[src/rtl/bstb_pkg.sv]
// Shared constants, types and status codes of the level-order BST builder.
package bstb_pkg;

  // Sizing
  localparam int unsigned MAX_NODES   = 256;
  localparam int unsigned QUEUE_DEPTH = 512;
  localparam int unsigned QPTR_W      = $clog2(QUEUE_DEPTH);
  localparam int unsigned QCNT_W      = $clog2(QUEUE_DEPTH + 1);
  localparam int unsigned NODE_W      = $clog2(MAX_NODES + 1);
  localparam int unsigned KEY_W       = 32;
  localparam int unsigned IDX_W       = 8;

  // Request queue between front and back (at least 2 entries)
  localparam int unsigned IN_FIFO_DEPTH = 2;
  localparam int unsigned IN_PTR_W      = $clog2(IN_FIFO_DEPTH);
  localparam int unsigned IN_CNT_W      = $clog2(IN_FIFO_DEPTH + 1);

  localparam logic signed [KEY_W-1:0] INT_MIN = {1'b1, {(KEY_W-1){1'b0}}};
  localparam logic signed [KEY_W-1:0] INT_MAX = {1'b0, {(KEY_W-1){1'b1}}};

  // Result status codes
  typedef enum logic [1:0] {
    STATUS_PLACED  = 2'd0,
    STATUS_NO_SLOT = 2'd1,
    STATUS_FULL    = 2'd2
  } status_t;

  // Key request as held between front and back
  typedef struct packed {
    logic signed [KEY_W-1:0] key_value;
    logic                    first_key;
  } in_item_t;

  // One open child slot
  typedef struct packed {
    logic                    has_parent;
    logic [IDX_W-1:0]        parent_index;
    logic signed [KEY_W-1:0] parent_key;
    logic signed [KEY_W-1:0] low_bound;
    logic signed [KEY_W-1:0] high_bound;
  } slot_t;

endpackage

[src/rtl/bstb_ifs.sv]
// Valid/ready channel interfaces for key requests and node results.
interface bstb_in_if;
  logic                    valid;
  logic                    ready;
  logic signed [31:0]      key_value;
  logic                    first_key;

  modport source (output valid, output key_value, output first_key, input ready);
  modport sink   (input valid, input key_value, input first_key, output ready);
endinterface


[src/rtl/bstb_front.sv]
// Front end: takes key requests and buffers them in a small queue for the back end.
module bstb_front import bstb_pkg::*; (
  input  logic     clk,
  input  logic     rst,
  bstb_in_if.sink  keys,
  output logic     item_valid,
  output in_item_t item,
  input  logic     item_pop
);

  in_item_t            entries [IN_FIFO_DEPTH];
  logic [IN_PTR_W-1:0] wr_ptr;
  logic [IN_PTR_W-1:0] rd_ptr;
  logic [IN_CNT_W-1:0] fill;
  logic                push;
  in_item_t            incoming;

  function automatic logic [IN_PTR_W-1:0] fifo_inc(input logic [IN_PTR_W-1:0] p);
    return (p == IN_PTR_W'(IN_FIFO_DEPTH - 1)) ? '0 : p + 1'b1;
  endfunction

  // Capture a request, flagging a tree restart
  always_comb begin
    incoming.key_value = keys.key_value;
    incoming.first_key = keys.first_key;
  end

  assign keys.ready = (fill != IN_CNT_W'(IN_FIFO_DEPTH));
  assign push       = keys.valid && keys.ready;
  assign item_valid = (fill != '0);
  assign item       = entries[rd_ptr];

  // Storage
  always_ff @(posedge clk) begin
    if (push) begin
      entries[wr_ptr] <= incoming;
    end
  end

  // Pointers and fill level
  always_ff @(posedge clk) begin
    if (rst) begin
      wr_ptr <= '0;
      rd_ptr <= '0;
      fill   <= '0;
    end else begin
      if (push) begin
        wr_ptr <= fifo_inc(wr_ptr);
      end
      if (item_pop) begin
        rd_ptr <= fifo_inc(rd_ptr);
      end
      case ({push, item_pop})
        2'b10:   fill <= fill + IN_CNT_W'(1);
        2'b01:   fill <= fill - IN_CNT_W'(1);
        default: fill <= fill;
      endcase
    end
  end

endmodule

[src/flat_wrapper.sv]
// flat-port wrapper written by rule: the top's interface ports become plain ports
module bstb_front_flat import bstb_pkg::*;
  (clk, rst, item_valid, item, item_pop, keys_valid, keys_key_value, keys_first_key, keys_ready);
  bstb_in_if keys_i ();
  input  logic clk;
  input  logic rst;
  output logic item_valid;
  output in_item_t item;
  input  logic item_pop;
  input wire logic [$bits(keys_i.valid)-1:0] keys_valid;
  input wire logic [$bits(keys_i.key_value)-1:0] keys_key_value;
  input wire logic [$bits(keys_i.first_key)-1:0] keys_first_key;
  output wire logic [$bits(keys_i.ready)-1:0] keys_ready;
  assign keys_i.valid = keys_valid;
  assign keys_i.key_value = keys_key_value;
  assign keys_i.first_key = keys_first_key;
  assign keys_ready = keys_i.ready;
  bstb_front u_core (.clk(clk), .rst(rst), .keys(keys_i), .item_valid(item_valid), .item(item), .item_pop(item_pop));
endmodule
[config.mk]
export PLATFORM = sky130hd
export DESIGN_NAME = bstb_front_flat
export DESIGN_NICKNAME = d
export VERILOG_FILES = /design/src/rtl/bstb_pkg.sv /design/src/rtl/bstb_ifs.sv /design/src/rtl/bstb_front.sv /design/src/flat_wrapper.sv
export SDC_FILE = /design/constraint.sdc
export NUM_CORES = 1
export LEC_CHECK = 0
export CORE_ASPECT_RATIO = 0.7
export CORE_MARGIN = 2
export CORE_UTILIZATION = 50
export CTS_CLUSTER_SIZE = 30
export DETAILED_ROUTE_END_ITERATION = 12
export DONT_BUFFER_PORTS = 1
export PLACE_DENSITY = 0.67
export SYNTH_ARGS = -nofsm -noshare
export SYNTH_HDL_FRONTEND = slang
export SYNTH_SLANG_ARGS = --single-unit
[constraint.sdc]
create_clock -name clk -period 2.18 [get_ports clk]
set_input_delay 0.327 -clock clk [delete_from_list [all_inputs] [get_ports clk]]
set_output_delay 0.327 -clock clk [all_outputs]
set_load 0.03 [all_outputs]
==> results.md <==
* Nets at roughly 180
* Placed cells at just under 200
* Hold Path Origin: rst
* Distinct cells, synth at 18
* Max Fclk at 0.496 GHz
* CP bufs+invs at 1
* Worst hold path cell count at 1
* Power density over the cells at slightly above 1000 nW/um^2
* Main synth FF type: edfxtp_1
* Worst Reg-to-Reg Cells at 4
* Htree depth at 3
* Initial antenna violation count at 0
* Final core utilization at about 60%
* Internal reg-to-reg setup slack at 0.41 ns
* Number of fill cells at 386
* First-pass GRT wire length at approximately 6.4 mm
* # rows at 21
* Hold Vio Cnt, Final at 0
* Worst Setup End Kind: output pin
* Worst clock skew at approximately 0.0074 ns
* Final WL at 3.99 mm
* Crit Path Class: flip-flop to output pin
* Worst-Margin Slew at 0.443 ns
* Port bufs at 0
* Mapped Cells at between 100 and 150
* Top Family by Delay on Critical Path: flip-flops
* RR Startpoint: u_core.fill[0]$_SDFFE_PP0P_
* Critical Path RT at 1.85 ns
* Syn Std Cell Area at roughly 2600 um^2
* Ranking of synthesized cells by area: edfxtp_1 77%, mux2_2 14%, dfxtp_1 3.9%
* Post-synth top area share at 76.6%
* Vias in the first global route at 1243
* Syn nets at between 150 and 200
* Chip width at around 90 um
* Via density at slightly above 5
* Die Span Y at roughly 64 um
* Flops & latches, synth at between 70 and 80
* Min cycle time layout at around 2 ns
* Hold WS at roughly 0.063 ns
* Share of layout cells above drive strength 1 at a little under two fifths
* Placeable Area at just under 5000 um^2
* Slowest CP cell: dfxtp_1
* CP max stage delay at around 0.59 ns
* Fin cells at roughly 210
* Startpoint types: flip-flop
* 1st-iter DRT viols at 68
* Mean Syn Cell Area at 20.5 um^2
* Sum of negative setup slack at 0 ns
* RSZ-0062 raised after global routing: false
* Initial Util at around 53%
* Worst Setup Slack, final at 0.163 ns
* Area Overhead vs Synth at 10.6%
* Top cells by count, synth: 66 x edfxtp_1, 33 x mux2_2, 5 x dfxtp_1
* Fin. max-slew vios at 0
* R2r endpoint: u_core.entries[1][14]$_DFFE_PP_
* Crit path DAT at 1.69 ns
* Register area share after synthesis at 80.4%
* Hold path endpoint: u_core.wr_ptr$_SDFFE_PP0P_
* Worst-skew pair later-pin latency at between 0.3 and 0.4 ns
* Final instance area at 2860 um^2
* GRT Overall Usage at between 10% and 20%
* Period utilization at 92.5%
* Drt first pass iters at 4
* Detailed-route via count at 1092
* Num CTS Buffers at 9
* CTS resizes at 0
* CTS tree: done
* Setup Fix Bufs, Post-CTS at 0
* Number of synthesized flops with an enable pin at 66
* CP max FO at 15
* Normalized max-slew margin at a little over two thirds
* Status: finished clean
* Area leader, netlist: edfxtp_1
* Pin count of the biggest net entering global routing at 34
* # DRC at 0
* I/O pin count at slightly above 70
* Synth async-reset ratio at 0%
* Peak VDD IR at about 0.55 mV
* Die footprint at 5780 um^2
* Clk pin slew, worst setup/hold paths at ~0.070 ns
* DR WL/cell at 18.8 um
* Final ANT Viol Nets at 0
* Pleak at ~0.94 nW
* CTS Sinks at 71
* Deepest clock path buffer count at 2
* Final setup fails at 0
* Tot Pwr at 2.96 mW
* Dpl cell area at roughly 2700 um^2
* Most common cell in the netlist: edfxtp_1
* Tightest Hold Check Type: primary input to flip-flop
* Cell Chain, Critical Path: buf_4, mux2_2
* Dpl hpwl at approximately 2.7 mm
* Place WS at 0.400 ns
* Diode count at 0
* Root buf cell: clkbuf_8
* MaxCap Viol Count at 0
* Gpl congestion at roughly 0.64
* Hold Buf Count CTS at 0
* Yosys Warn Count at 0
* Remaining Overflow, GRT at 0
==> placed cells by master (no fill, tap or decap) <==
master       n
edfxtp_1    66
mux2_2      33
clkbuf_8     9
dfxtp_1      5
buf_4        4
nor2_1       3
xnor2_1      2
a21oi_1      2
clkinv_2     2
clkbuf_1     2
clkinv_1     2
nand2b_1     1
and3_2       1
nand2_1      1
or2_2        1
nand3b_1     1
inv_1        1
xor2_1       1
o21ai_0      1
or3_1        1
a21bo_2      1
ha_1         1
clkinvlp_4   1
buf_12       1
==> registers in the layout (all words and copies together), names as in the netlist, named ones only <==
signal	flops
u_core.rd_ptr	1
u_core.fill	2
u_core.entries	66
u_core.wr_ptr	1
==> final cells by class <==
type	instances	area (um^2)	share of cell area [%]
sequential	71	2080	72.7
multi-input combinational	50	484	16.9
clock buffer	11	131	4.59
tap	69	86.3	3.02
timing repair buffer	5	50.0	1.75
clock inverter	5	25.0	0.874
inverter	1	3.75	0.131
==> where the power goes <==
group	internal, mW	switching [mW]
Sequential	1.63	0.0398
Clock	0.401	0.413
Combinational	0.134	0.338
==> worst max-delay path by stage <==
stage | start | endpoint | slack, ns | depth (start not counted)
global route | flip-flop | item[14] | 0.05 | 2
global placement | u_core.fill[0]$_SDFFE_PP0P_ | u_core.entries[1][9]$_DFFE_PP_ | 0.50 | 4
CTS | flip-flop | item[14] | 0.14 | 2
floorplan | u_core.fill[0]$_SDFFE_PP0P_ | u_core.entries[1][0]$_DFFE_PP_ | 0.13 | 2
detailed placement | u_core.fill[0]$_SDFFE_PP0P_ | u_core.entries[1][24]$_DFFE_PP_ | 0.40 | 4
finish | flip-flop | item[14] | 0.16 | 2
==> routing by layer <==
metal,GRT usage [%],share of wire [%],up-vias
li1,-,-,508
met1,15.1,38,541
met2,25.5,52,41
met3,10.0,9.3,2
met4,4.62,0.40,0
met5,0,0,-
==> worst reg2reg max path, stage by stage (launching register included) <==
cell,delay [ns]
dfxtp_1,0.40
nand2b_1,0.18
buf_4,0.19
and3_2,0.48
buf_12,0.22
==> cells by family (layout without fill, tap and decap cells) <==
family / Yosys count / after routing / share of synthesized area (%)
AO/OA/AOI/OAI: 4 / 4 / 0.966
XOR/XNOR: 3 / 3 / 1.02
adder cells (fa/ha/maj): 1 / 1 / 0.483
buffers and inverters: 5 / 22 / 0.918
flip-flops: 71 / 71 / 80.4
multiplexers: 33 / 33 / 14.4
AND/OR/NAND/NOR: 9 / 9 / 1.84
Power figures use the tool's default switching activity.
